`src/hdl/npps_pkg.sv`:
```
// ----------------------------------------------------------------------------
// npps_pkg: shared types and constants for the priority scheduler
// Field widths, the stored job record, the write port record and the engine
// state encoding.
// ----------------------------------------------------------------------------
package npps_pkg;

   localparam int MAX_ENTRIES_DEF = 16;

   localparam int ID_W       = 8;
   localparam int TICK_W     = 16;
   localparam int PRIO_W     = 8;
   localparam int FINISH_W   = 23;
   localparam int SLOT_OUT_W = 6;

   typedef struct packed {
      logic [ID_W-1:0]   id;
      logic [TICK_W-1:0] arrival;
      logic [TICK_W-1:0] burst;
      logic [PRIO_W-1:0] prio;
   } job_type;

   // job store write from the front end
   typedef struct packed {
      logic    en;
      job_type job;
   } job_wr_type;

   typedef enum logic [1:0] {
      ENG_IDLE,
      ENG_SCAN,
      ENG_LAST,
      ENG_DECIDE
   } eng_state_type;

endpackage

```
`src/hdl/npps_queue.sv`:
```
// ----------------------------------------------------------------------------
// npps_queue: two-entry batch queue
// Holds batch descriptors (bank, job count) between the loader and the
// scheduling engine.
// ----------------------------------------------------------------------------
module npps_queue #(
   parameter int DATA_W = 8
) (
   input  logic              clock,
   input  logic              reset,
   input  logic              push,
   input  logic [DATA_W-1:0] push_data,
   input  logic              pop,
   output logic              head_valid,
   output logic [DATA_W-1:0] head_data
);

   logic [DATA_W-1:0] entry_ff [2];
   logic              wr_ptr_ff, wr_ptr_in;
   logic              rd_ptr_ff, rd_ptr_in;
   logic [1:0]        count_ff, count_in;

   always_comb begin
      wr_ptr_in = wr_ptr_ff ^ push;
      rd_ptr_in = rd_ptr_ff ^ pop;
      count_in  = count_ff + {1'b0, push} - {1'b0, pop};
   end

   always_ff @(posedge clock) begin
      if (reset) begin
         wr_ptr_ff <= 1'b0;
         rd_ptr_ff <= 1'b0;
         count_ff  <= 2'd0;
      end else begin
         wr_ptr_ff <= wr_ptr_in;
         rd_ptr_ff <= rd_ptr_in;
         count_ff  <= count_in;
      end
   end

   always_ff @(posedge clock) begin
      if (push) begin
         entry_ff[wr_ptr_ff] <= push_data;
      end
   end

   assign head_valid = (count_ff != 2'd0);
   assign head_data  = entry_ff[rd_ptr_ff];

endmodule

```
`src/hdl/npps_front.sv`:
```
// ----------------------------------------------------------------------------
// npps_front: job loader
// Accepts jobs, writes them into the free bank of the job store and queues a
// batch descriptor when the last job of a batch arrives.
// ----------------------------------------------------------------------------
module npps_front
   import npps_pkg::*;
#(
   parameter int MAX_ENTRIES = MAX_ENTRIES_DEF,
   localparam int SLOT_W = $clog2(MAX_ENTRIES),
   localparam int CNT_W  = $clog2(MAX_ENTRIES + 1)
) (
   input  logic              clock,
   input  logic              reset,
   input  logic              start,
   output logic              busy,
   input  logic [ID_W-1:0]   req_job_id,
   input  logic [TICK_W-1:0] req_arrival,
   input  logic [TICK_W-1:0] req_burst,
   input  logic [PRIO_W-1:0] req_prio,
   input  logic              req_batch_end,
   output job_wr_type        wr,
   output logic [SLOT_W:0]   wr_addr,
   output logic              push,
   output logic [CNT_W:0]    push_data,
   input  logic              batch_done
);

   logic             accept;
   logic             has_room;
   logic [CNT_W-1:0] cnt_ff, cnt_in;
   logic             bank_ff, bank_in;
   logic [1:0]       occ_ff, occ_in;
   logic [CNT_W-1:0] batch_len;

   assign busy     = (occ_ff == 2'd2);
   assign accept   = start && !busy;
   assign has_room = (cnt_ff < CNT_W'(MAX_ENTRIES));

   always_comb begin
      batch_len = has_room ? (cnt_ff + CNT_W'(1)) : CNT_W'(MAX_ENTRIES);
      push      = accept && req_batch_end;
      push_data = {bank_ff, batch_len};

      wr.en          = accept && has_room;
      wr.job.id      = req_job_id;
      wr.job.arrival = req_arrival;
      wr.job.burst   = req_burst;
      wr.job.prio    = req_prio;
      wr_addr        = {bank_ff, cnt_ff[SLOT_W-1:0]};

      // a finished batch closes the bank; the next job opens the other one
      cnt_in  = cnt_ff;
      bank_in = bank_ff;
      if (push) begin
         cnt_in  = '0;
         bank_in = !bank_ff;
      end else if (wr.en) begin
         cnt_in = cnt_ff + CNT_W'(1);
      end
      occ_in = occ_ff + {1'b0, push} - {1'b0, batch_done};
   end

   always_ff @(posedge clock) begin
      if (reset) begin
         cnt_ff  <= '0;
         bank_ff <= 1'b0;
         occ_ff  <= 2'd0;
      end else begin
         cnt_ff  <= cnt_in;
         bank_ff <= bank_in;
         occ_ff  <= occ_in;
      end
   end

endmodule

```
`src/hdl/npps_engine.sv`:
```
// ----------------------------------------------------------------------------
// npps_engine: scheduling engine
// Owns the two-bank job store. Per decision it scans the batch one entry a
// cycle, then runs the best ready job or jumps time to the next arrival.
// ----------------------------------------------------------------------------
module npps_engine
   import npps_pkg::*;
#(
   parameter int MAX_ENTRIES = MAX_ENTRIES_DEF,
   localparam int SLOT_W = $clog2(MAX_ENTRIES),
   localparam int CNT_W  = $clog2(MAX_ENTRIES + 1),
   localparam int DEPTH  = 2 ** (SLOT_W + 1)
) (
   input  logic                  clock,
   input  logic                  reset,
   input  job_wr_type            wr,
   input  logic [SLOT_W:0]       wr_addr,
   input  logic                  q_valid,
   input  logic [CNT_W:0]        q_data,
   output logic                  pop,
   output logic                  batch_done,
   output logic                  rsp_strobe,
   output logic [ID_W-1:0]       rsp_done_id,
   output logic [SLOT_OUT_W-1:0] rsp_done_slot,
   output logic [FINISH_W-1:0]   rsp_finish_time,
   output logic                  rsp_final_result
);

   job_type mem_ff [DEPTH];

   eng_state_type state_ff, state_in;

   logic                   bank_ff, bank_in;
   logic [CNT_W-1:0]       num_ff, num_in;
   logic [CNT_W-1:0]       done_cnt_ff, done_cnt_in;
   logic [CNT_W-1:0]       idx_ff, idx_in;
   logic                   rd_vld_ff;
   logic [SLOT_W-1:0]      rd_slot_ff;
   job_type                rd_data_ff;
   logic [FINISH_W-1:0]    time_ff, time_in;
   logic [MAX_ENTRIES-1:0] fin_mask_ff, fin_mask_in;
   logic                   found_ff, found_in;
   job_type                best_ff, best_in;
   logic [SLOT_W-1:0]      best_slot_ff, best_slot_in;
   logic [TICK_W-1:0]      min_arr_ff, min_arr_in;

   logic                  rsp_strobe_ff, rsp_strobe_in;
   logic [ID_W-1:0]       rsp_id_ff;
   logic [SLOT_OUT_W-1:0] rsp_slot_ff;
   logic [FINISH_W-1:0]   rsp_time_ff;
   logic                  rsp_final_ff;

   logic                is_last;
   logic                rd_pending;
   logic                rd_ready;
   logic                rd_better;
   logic [FINISH_W-1:0] finish;

   // store: front end writes one bank, engine reads the other
   always_ff @(posedge clock) begin
      if (wr.en) begin
         mem_ff[wr_addr] <= wr.job;
      end
      rd_data_ff <= mem_ff[{bank_ff, idx_ff[SLOT_W-1:0]}];
      rd_slot_ff <= idx_ff[SLOT_W-1:0];
   end

   assign is_last    = (done_cnt_ff + CNT_W'(1) == num_ff);
   assign finish     = time_ff + FINISH_W'(best_ff.burst);
   assign rd_pending = rd_vld_ff && !fin_mask_ff[rd_slot_ff];
   assign rd_ready   = rd_pending && (FINISH_W'(rd_data_ff.arrival) <= time_ff);
   assign rd_better  = !found_ff ||
                       ({rd_data_ff.prio, rd_data_ff.arrival, rd_data_ff.id} <
                        {best_ff.prio, best_ff.arrival, best_ff.id});

   // next state
   always_comb begin
      state_in = state_ff;
      case (state_ff)
         ENG_IDLE: begin
            if (q_valid) begin
               state_in = ENG_SCAN;
            end
         end
         ENG_SCAN: begin
            if (idx_ff + CNT_W'(1) == num_ff) begin
               state_in = ENG_LAST;
            end
         end
         ENG_LAST: begin
            state_in = ENG_DECIDE;
         end
         ENG_DECIDE: begin
            state_in = (found_ff && is_last) ? ENG_IDLE : ENG_SCAN;
         end
         default: begin
            state_in = ENG_IDLE;
         end
      endcase
   end

   // datapath and outputs
   always_comb begin
      pop           = 1'b0;
      batch_done    = 1'b0;
      rsp_strobe_in = 1'b0;
      bank_in       = bank_ff;
      num_in        = num_ff;
      done_cnt_in   = done_cnt_ff;
      idx_in        = idx_ff;
      time_in       = time_ff;
      fin_mask_in   = fin_mask_ff;
      found_in      = found_ff;
      best_in       = best_ff;
      best_slot_in  = best_slot_ff;
      min_arr_in    = min_arr_ff;

      // fold the returning entry into the running best and earliest arrival
      if (rd_ready && rd_better) begin
         found_in     = 1'b1;
         best_in      = rd_data_ff;
         best_slot_in = rd_slot_ff;
      end
      if (rd_pending && (rd_data_ff.arrival < min_arr_ff)) begin
         min_arr_in = rd_data_ff.arrival;
      end

      case (state_ff)
         ENG_IDLE: begin
            if (q_valid) begin
               pop         = 1'b1;
               bank_in     = q_data[CNT_W];
               num_in      = q_data[CNT_W-1:0];
               done_cnt_in = '0;
               time_in     = '0;
               fin_mask_in = '0;
               idx_in      = '0;
               found_in    = 1'b0;
               min_arr_in  = '1;
            end
         end
         ENG_SCAN: begin
            idx_in = idx_ff + CNT_W'(1);
         end
         ENG_LAST: begin
         end
         ENG_DECIDE: begin
            if (found_ff) begin
               time_in                   = finish;
               fin_mask_in[best_slot_ff] = 1'b1;
               done_cnt_in               = done_cnt_ff + CNT_W'(1);
               rsp_strobe_in             = 1'b1;
               batch_done                = is_last;
            end else begin
               time_in = FINISH_W'(min_arr_ff);
            end
            idx_in     = '0;
            found_in   = 1'b0;
            min_arr_in = '1;
         end
         default: begin
         end
      endcase
   end

   always_ff @(posedge clock) begin
      if (reset) begin
         state_ff      <= ENG_IDLE;
         rsp_strobe_ff <= 1'b0;
         rd_vld_ff     <= 1'b0;
         bank_ff       <= 1'b0;
         num_ff        <= '0;
         done_cnt_ff   <= '0;
         idx_ff        <= '0;
         time_ff       <= '0;
         fin_mask_ff   <= '0;
         found_ff      <= 1'b0;
         min_arr_ff    <= '1;
      end else begin
         state_ff      <= state_in;
         rsp_strobe_ff <= rsp_strobe_in;
         rd_vld_ff     <= (state_ff == ENG_SCAN);
         bank_ff       <= bank_in;
         num_ff        <= num_in;
         done_cnt_ff   <= done_cnt_in;
         idx_ff        <= idx_in;
         time_ff       <= time_in;
         fin_mask_ff   <= fin_mask_in;
         found_ff      <= found_in;
         min_arr_ff    <= min_arr_in;
      end
   end

   always_ff @(posedge clock) begin
      best_ff      <= best_in;
      best_slot_ff <= best_slot_in;
      if (rsp_strobe_in) begin
         rsp_id_ff    <= best_ff.id;
         rsp_slot_ff  <= SLOT_OUT_W'(best_slot_ff);
         rsp_time_ff  <= finish;
         rsp_final_ff <= is_last;
      end
   end

   assign rsp_strobe       = rsp_strobe_ff;
   assign rsp_done_id      = rsp_id_ff;
   assign rsp_done_slot    = rsp_slot_ff;
   assign rsp_finish_time  = rsp_time_ff;
   assign rsp_final_result = rsp_final_ff;

   // a decision always follows a full scan, so results never come back to back
   a_strobe_spaced: assert property (@(posedge clock) disable iff (reset)
      rsp_strobe_ff |=> !rsp_strobe_ff)
      else $error("results issued in consecutive cycles");

   // an idle decision must move time forward
   a_idle_jump: assert property (@(posedge clock) disable iff (reset)
      (state_ff == ENG_DECIDE && !found_ff) |-> (FINISH_W'(min_arr_ff) > time_ff))
      else $error("idle jump does not advance time");

   // the chosen job has not run yet
   a_pick_unfinished: assert property (@(posedge clock) disable iff (reset)
      (state_ff == ENG_DECIDE && found_ff) |-> !fin_mask_ff[best_slot_ff])
      else $error("finished job picked again");

   // completions stay below the batch size while a batch is active
   a_done_bound: assert property (@(posedge clock) disable iff (reset)
      (state_ff != ENG_IDLE) |-> (done_cnt_ff < num_ff))
      else $error("completion count overran batch");

endmodule

```
`src/hdl/nonpreemptive_priority_scheduler_core.sv`:
```
// ----------------------------------------------------------------------------
// nonpreemptive_priority_scheduler_core: non-preemptive priority scheduler
// Loads batches of jobs and emits their completion times in execution order.
// ----------------------------------------------------------------------------
// Usage:
//   Input: drive req_* with start high; a job transfers at a clock edge with
//   start high and busy low, one job per cycle. req_batch_end marks the last
//   job of a batch; jobs past MAX_ENTRIES in a batch are dropped, but a
//   batch_end on a dropped job still closes the batch.
//   Output: one result per job, held on rsp_* for a single cycle with
//   rsp_strobe high; rsp_final_result flags the last job of the batch. The
//   receiver cannot stall, so results must be taken as they appear.
//   Timing: the job store has two banks. While the engine schedules one
//   batch the loader fills the other; busy rises only when both banks hold
//   closed batches. Each decision scans the batch one entry a cycle through
//   the store's read port; an idle time jump costs one extra decision, so a
//   batch takes at most two decisions per job.
//   Reset: clears the counters, queue and engine; the store needs no clear.
// ----------------------------------------------------------------------------
module nonpreemptive_priority_scheduler_core
   import npps_pkg::*;
#(
   parameter int MAX_ENTRIES = MAX_ENTRIES_DEF
) (
   input  logic                  clock,
   input  logic                  reset,
   input  logic                  start,
   output logic                  busy,
   input  logic [ID_W-1:0]       req_job_id,
   input  logic [TICK_W-1:0]     req_arrival,
   input  logic [TICK_W-1:0]     req_burst,
   input  logic [PRIO_W-1:0]     req_prio,
   input  logic                  req_batch_end,
   output logic                  rsp_strobe,
   output logic [ID_W-1:0]       rsp_done_id,
   output logic [SLOT_OUT_W-1:0] rsp_done_slot,
   output logic [FINISH_W-1:0]   rsp_finish_time,
   output logic                  rsp_final_result
);

   localparam int SLOT_W = $clog2(MAX_ENTRIES);
   localparam int CNT_W  = $clog2(MAX_ENTRIES + 1);

   job_wr_type       wr;
   logic [SLOT_W:0]  wr_addr;
   logic             push;
   logic [CNT_W:0]   push_data;
   logic             pop;
   logic             q_valid;
   logic [CNT_W:0]   q_data;
   logic             batch_done;

   // loader: store jobs, close batches
   npps_front #(
      .MAX_ENTRIES(MAX_ENTRIES)
   ) u_front (
      .clock         (clock),
      .reset         (reset),
      .start         (start),
      .busy          (busy),
      .req_job_id    (req_job_id),
      .req_arrival   (req_arrival),
      .req_burst     (req_burst),
      .req_prio      (req_prio),
      .req_batch_end (req_batch_end),
      .wr            (wr),
      .wr_addr       (wr_addr),
      .push          (push),
      .push_data     (push_data),
      .batch_done    (batch_done)
   );

   // hold closed batches until the engine picks them up
   npps_queue #(
      .DATA_W(CNT_W + 1)
   ) u_queue (
      .clock      (clock),
      .reset      (reset),
      .push       (push),
      .push_data  (push_data),
      .pop        (pop),
      .head_valid (q_valid),
      .head_data  (q_data)
   );

   // engine: scan, pick, run, report
   npps_engine #(
      .MAX_ENTRIES(MAX_ENTRIES)
   ) u_engine (
      .clock            (clock),
      .reset            (reset),
      .wr               (wr),
      .wr_addr          (wr_addr),
      .q_valid          (q_valid),
      .q_data           (q_data),
      .pop              (pop),
      .batch_done       (batch_done),
      .rsp_strobe       (rsp_strobe),
      .rsp_done_id      (rsp_done_id),
      .rsp_done_slot    (rsp_done_slot),
      .rsp_finish_time  (rsp_finish_time),
      .rsp_final_result (rsp_final_result)
   );

endmodule

```
`config.mk`:
```
export PLATFORM = sky130hd
export DESIGN_NAME = nonpreemptive_priority_scheduler_core
export DESIGN_NICKNAME = d
export VERILOG_FILES = /design/src/hdl/npps_pkg.sv /design/src/hdl/npps_queue.sv /design/src/hdl/npps_front.sv /design/src/hdl/npps_engine.sv /design/src/hdl/nonpreemptive_priority_scheduler_core.sv
export SDC_FILE = /design/constraint.sdc
export NUM_CORES = 2
export LEC_CHECK = 0
export ABC_CLOCK_PERIOD_IN_PS = 5600
export BUFFER_PORTS_ARGS = -buffer_cell sky130_fd_sc_hd__buf_2
export CORE_AREA = 5 5 377 379
export DETAILED_ROUTE_END_ITERATION = 8
export DIE_AREA = 0 0 382 384
export PLACE_DENSITY = 0.65
export SYNTH_ARGS = -nofsm -noshare
export SYNTH_HDL_FRONTEND = slang
export SYNTH_SLANG_ARGS = --single-unit
```
`constraint.sdc`:
```
create_clock -name clock -period 5.6 [get_ports clock]
set_input_delay 0.28 -clock clock [delete_from_list [all_inputs] [get_ports clock]]
set_output_delay 0.28 -clock clock [all_outputs]
set_load 0.01 [all_outputs]
```
# [Word-level counts from Yosys, hierarchy flattened]
# Memory sizes are Yosys's and may differ from the RTL's. A register that Yosys moved wholly into a read port is not among the register bits.
# Index checks and enable logic that the tools add are counted.
[op_classes] addsub=8 n_mul=0 div=0 order_cmp=7 eq_ne=9 n_shift=0 mux=35 n_bitwise=3 n_reduce_logical=24
[ops] operator="two-way mux 16 bit" n=4
[ops] operator="one-hot mux 16 bit (2 select lines)" n=2
[ops] operator="two-way mux 23 bit" n=2
[ops] operator="one-hot mux 23 bit (2 select lines)" n=1
[ops] operator="less-than comparator 32 bit" n=1
[ops] operator="adder 23 x 16 -> 23 bit" n=1
[ops] operator="<= comparator 16 x 23 -> 1 bit" n=1
[ops] operator="less-than comparator 16 bit" n=1
[ops] operator="bitwise OR 16 bit" n=1
[ops] operator="adder 5 x 1 -> 5 bit, second input constant" n=3
[ops] operator="two-way mux 1 bit" n=15
[ops] operator="two-way mux 5 bit" n=3
[ops] operator="one-hot mux 5 bit (3 select lines)" n=1
[ops] operator="== test 5 bit" n=2
[ops] operator="less-than comparator 4 x 5 -> 1 bit, second input constant" n=2
[ops] operator="one-hot mux 5 bit (2 select lines)" n=1
[ops] operator="logical AND 1 bit" n=9
[ops] operator="one-hot mux 2 bit (4 select lines)" n=1
[ops] operator="AND reduction 2 bit" n=4
[ops] operator="== test 2 bit, second input constant" n=3
[ops] operator="less-than comparator 5 bit, second input constant" n=1
[ops] operator="adder 2 x 1 -> 2 bit" n=2
[ops] operator="binary-select mux 1 bit (select 4 bit)" n=1
[ops] operator="demux 1 bit (select 4 bit)" n=1
[ops] operator="other kinds (15)" n=23
[totals] reg_bits=174 latch_bits=0 ramBits=1548 romBits=0 out_inout_bits=40 mem_count=2
[memory_table] memory="u_engine.mem_ff" words=32 width=48 rd=1 rd_clocked_by_memory_dff=1 write_ports=1 line="npps_engine.sv:29" text="job_type mem_ff [DEPTH];"
[memory_table] memory="u_queue.entry_ff" words=2 width=6 rd=1 rd_clocked_by_memory_dff=1 write_ports=1 line="npps_queue.sv:18" text="logic [DATA_W-1:0] entry_ff [2];"

# [Depth between registers and ports, before layout]
[depth] word_depth=9 depth_mapped=12 mapped_depth_nobuf=12

# [By module]
# Synthesis repeated with hierarchy kept, for this count alone.
[unflattened] hier_cells=3301 hier_area_um2=69530.4
[by_module_without_submodules] module="npps_engine" n_inst=1 cells_each=3155 area_per_inst_um2=68039.0 seq_area_each_um2=51329.2
[by_module_without_submodules] module="npps_front" n_inst=1 cells_each=109 area_per_inst_um2=862.1 seq_area_each_um2=160.2
[by_module_without_submodules] module="npps_queue" n_inst=1 cells_each=37 area_per_inst_um2=629.4 seq_area_each_um2=440.4

# [Worst setup path after synthesis]
# OpenSTA, ideal clock, no wires.
[synth_path] path_type="reg2reg" startpoint="reg u_engine.best_ff[39] in the netlist's numbering" endpoint="reg u_engine.best_ff[0] in the netlist's numbering, enable pin" arrival_ns=4.090 t_required_ns=5.121 setup_slack_ns=1.031 stages_incl_launch_ff=10 period_less_slack_ns=4.569 path_cell_list="edfxtp_1 > inv_1 > ha_1 > a2111oi_0 > o221ai_1 > o21ai_0 > o21ai_0 > o21ai_0 > nand3_1 > a21oi_1"
[synth_via] elab_chain_len=3
[synth_lines] element="start: declaration" line="npps_engine.sv:43" text="job_type best_ff, best_in;"
[synth_lines] element="start signal: assignment" line="npps_engine.sv:195" text="best_ff <= best_in;"
[synth_lines] element="less-than comparator 32 bit" line="npps_engine.sv:73" text="({rd_data_ff.prio, rd_data_ff.arrival, rd_data_ff.id} <"
[synth_lines] element="logical OR 1 bit" line="npps_engine.sv:72" text="assign rd_better = !found_ff ||"
[synth_lines] element="logical AND 1 bit" line="npps_engine.sv:119" text="if (rd_ready && rd_better) begin"
# Every way passes these cells.
# A chain may end at the register's enable or synchronous reset.

# [Worst setup path in the final report]
[layout_path] startpoint="reg u_front.occ_ff[0]" endpoint="mem u_engine.mem_ff[9][29] in the netlist's numbering, enable pin"
[layout_via] elab_chain_len=6
[layout_lines] element="start: declaration" line="npps_front.sv:33" text="logic [1:0] occ_ff, occ_in;"
[layout_lines] element="start signal: assignment" line="npps_front.sv:72" text="occ_ff <= occ_in;"
[layout_lines] element="== test 2 bit" line="npps_front.sv:36" text="assign busy = (occ_ff == 2'd2);"
[layout_lines] element="zero test 1 bit" line="npps_front.sv:37" text="assign accept = start && !busy;"
[layout_lines] element="logical AND 1 bit" line="npps_front.sv:37"
[layout_lines] element="logical AND 1 bit" line="npps_front.sv:45" text="wr.en = accept && has_room;"
[layout_lines] element="two-way mux 1 bit" line="npps_engine.sv:61" text="if (wr.en) begin"
[layout_lines] element="two-way mux 1 bit (implied by the code)" line="npps_engine.sv:62" text="mem_ff[wr_addr] <= wr.job;"
[layout_lines] element="end: declaration" line="npps_engine.sv:29"
# Every way passes these cells.

==> out/qor.csv <==
metric;value;unit
Die ar.;146700;sq um
Num CTS Buffers;175;
number of antenna violations at the first check in global routing;32;
Total Wirelength;170.2;mm
first-pass GRT wire length;243.1;mm
Sink Count;1776;
max_cap viols;0;
synthesis-stage register bit count;1776;
Die Span Y;384;um
number of enable flip-flop cells after synthesis;1636;
kind of critical path;reg -> reg;
Clk Latency, worst-skew pair;0.81;ns
DRT iter0 DRCs;4470;
Nets;3535;
post-synthesis cell area;68750;sq um
CTS tree;yes;
post-CTS sizing;0;
critical path fanouts, max;26;
core area;138500;sq um
crit path DAT;4.13;ns
Max-slew headroom;19.31;%
CP required;6.05;ns
initial core utilization;49.64;%
CP Launch Type;register;
Crit. End Element;register;
CTS Root Cell;clkbuf_16;
vias per cell;6.258;
RSZ-0062 raised after global routing;no;
DR WL/cell;31.86;um
Pwr Total;31490;uW
Overflow after GRT;0;
Register Area;51940;sq um
DRT Pass-1 Iters;6;
Area Overhead vs Synth;12.63;%
Synth Flop Type;edfxtp_1;
Detailed Place HPWL;107.5;mm
H-tree depth;4;
worst min path class;in -> reg;
DRC violations left;0;
Final Max Slew Viols;0;
pin count of the biggest net entering global routing;87;
GRT Total Usage;23.33;%
Post-Route Setup TNS;0;ns
Final Cycle Share;65.73;%
vias post-DR;33445;
Worst-path clk slew;0.06;ns
clk buf depth;3;
Worst Tran Pin Value;1.207;ns
Post-DRT Antenna Nets;0;
Final Hold Fails;0;
YS warnings;0;
post-layout minimum cycle time;3.681;ns
sequential share of the synthesized area;75.53;%
Gate Count Post-Synth;3180;
Die X;382;um
Pwr Density;406.6;nW/um^2
num rows;137;
Pleak;0.02458;uW
Mapped Avg Cell Area;21.62;sq um
share of layout cells above drive strength 1;28.02;%
Max Freq;271.7;MHz
Peak VDD IR;0.3344;mV
port buffer count;89;
synth unique cells;70;
number of global-route vias before repair;32949;
clock skew;0.02643;ns
Fill cells;10082;
Setup Viol. Count Final;0;
multi-input logic area;16070;sq um
status;completed;
Async S/R FF share, synth;0;%
final RePlAce weighted congestion;0.8467;
# IOs;92;
==> cell usage in the layout, fill, tap and decap left out, drive strengths merged, types with 10 or more instances in the layout <==
cell       n
nor3      14
mux2i     27
a21o      11
xor2      18
a211oi    15
a31oi     10
edfxtp  1636
bufinv    14
buf      165
ha        95
clkinv    63
mux2      50
nor2b     11
clkbuf   232
nand4     12
inv      101
nor2     112
o21ai     49
nand3     25
mux4     484
nand2     59
a21oi     70
dfxtp    140
xnor2     25
==> worst max-delay path, cell delays in order, from the launching register on <==
cell	delay, ns
dfxtp_1	0.33
nand2b_1	0.19
nand2_1	0.11
nor2_1	0.49
nand2_1	0.69
nor2_4	0.98
buf_4	0.49
==> metal layers <==
| layer | track usage, % | share of wire, % | vias up |
|---|---|---|---|
| met2 | 33.96 | 45 | 1926 |
| met3 | 6.054 | 12 | 212 |
| met1 | 36.06 | 41 | 17652 |
| li1 | - | - | 13647 |
| met4 | 5.013 | 1.9 | 8 |
| met5 | 0 | 0.028 | - |
==> kinds of logic (layout without fill, tap and decap cells) <==
kind of cell    count (synthesis)  after routing  synth area share, %
compound gates                199            199                1.798
xor+xnor                       43             43               0.5478
fa+ha+maj                      96             96                1.758
buf+inv                       233            581                1.467
flops                        1776           1776                75.53
mux                           561            561                17.07
other cells                     1             10             0.005455
simple gates                  271            271                1.822
==> cells in the mapped netlist (2+ instances only) <==
cell type	number	area (sq um)
a211oi_1	15	112.6
a21o_1	11	82.58
a21oi_1	70	350.3
a221oi_1	2	17.52
a222oi_1	3	30.03
a22oi_1	4	30.03
a31oi_1	9	56.30
and2_1	3	18.77
and4_1	2	17.52
buf_1	22	82.58
buf_2	20	100.1
buf_4	19	142.6
buf_6	5	56.30
clkbuf_1	73	274.0
dfxtp_1	140	2803
edfxtp_1	1636	49130
ha_1	95	1189
inv_1	93	349.1
mux2_2	50	563.0
mux2i_1	27	270.3
mux4_2	484	10900
nand2_1	59	221.5
nand2b_1	3	18.77
nand3_1	25	125.1
nand3b_1	4	30.03
nand4_1	12	75.07
nor2_1	112	420.4
nor2b_1	11	68.82
nor3_1	14	70.07
nor3b_1	3	22.52
nor4_1	3	18.77
o2111ai_1	2	17.52
o211ai_1	5	37.54
o21a_1	6	45.04
o21ai_0	23	115.1
o21ai_1	26	130.1
o21bai_1	4	30.03
o2bb2ai_1	2	17.52
or2_2	2	12.51
or3_1	6	37.54
or4_1	5	37.54
xnor2_1	25	219.0
xor2_1	18	157.7
==> cell type report <==
| type | count | share of cell area [%] |
|---|---|---|
| sequential | 1776 | 67.08 |
| tap | 1807 | 2.920 |
| multi-input combinational | 1172 | 20.75 |
| antenna | 8 | 0.02585 |
| clock buffer | 232 | 6.103 |
| timing repair buffer | 168 | 1.512 |
| inverter | 94 | 0.4621 |
| clock inverter | 87 | 1.144 |
==> metrics by stage <==
stage / std cells / utilization [%] / hold slack, ns / cell area [sq um] / setup slack (ns)
global route: 5337 / 55.89 / 0.04060 / 77420 / 1.719
detailed placement: 5014 / 51.82 / 0.3918 / 71770 / 1.940
finish: 5344 / 55.91 / 0.07828 / 77430 / 1.919
global placement: 5014 / 51.82 / 0.3941 / 71770 / 2.033
CTS: 5336 / 55.89 / 0.007580 / 77410 / 1.909
floorplan: 3181 / - / 0.3529 / 68750 / 1.031
==> sequential cells by signal, summed over array words and instances, names as in the netlist, 5 cells and up <==
name / flops
u_engine.mem_ff: 1536
u_engine.best_ff: 48
u_engine.rd_data_ff: 48
u_engine.rsp_finish_time: 23
u_engine.time_ff: 23
u_engine.fin_mask_ff: 16
u_engine.min_arr_ff: 16
u_queue.entry_ff: 12
u_engine.rsp_done_id: 8
u_engine.done_cnt_ff: 5
u_engine.idx_ff: 5
u_engine.num_ff: 5
u_front.cnt_ff: 5
==> power by group <==
part | total (uW) | internal (uW) | switching, uW
sequential | 15400 | 15000 | 497
combinational | 4560 | 2030 | 2530
clock | 11500 | 6590 | 4880
==> path summary, 6_finish.rpt <==
kind                                 end  slack, ns  cells after the start               startpoint
setup / recovery  u_engine.mem_ff[9][29]       1.92                      6        u_front.occ_ff[0]
hold / removal    u_engine.mem_ff[8][32]       0.08                      1           req_arrival[8]
setup reg to reg  u_engine.mem_ff[9][29]       1.92                      6        u_front.occ_ff[0]
hold reg to reg     u_engine.best_ff[18]       0.40                      0  u_engine.rd_data_ff[18]
==> timing repair <==
action                                 in CTS  in global routing
buffers inserted                            0                  0
hold buffers                                3                  0
endpoints found under the hold margin       7                  0
(Power assumes the default switching activity.)
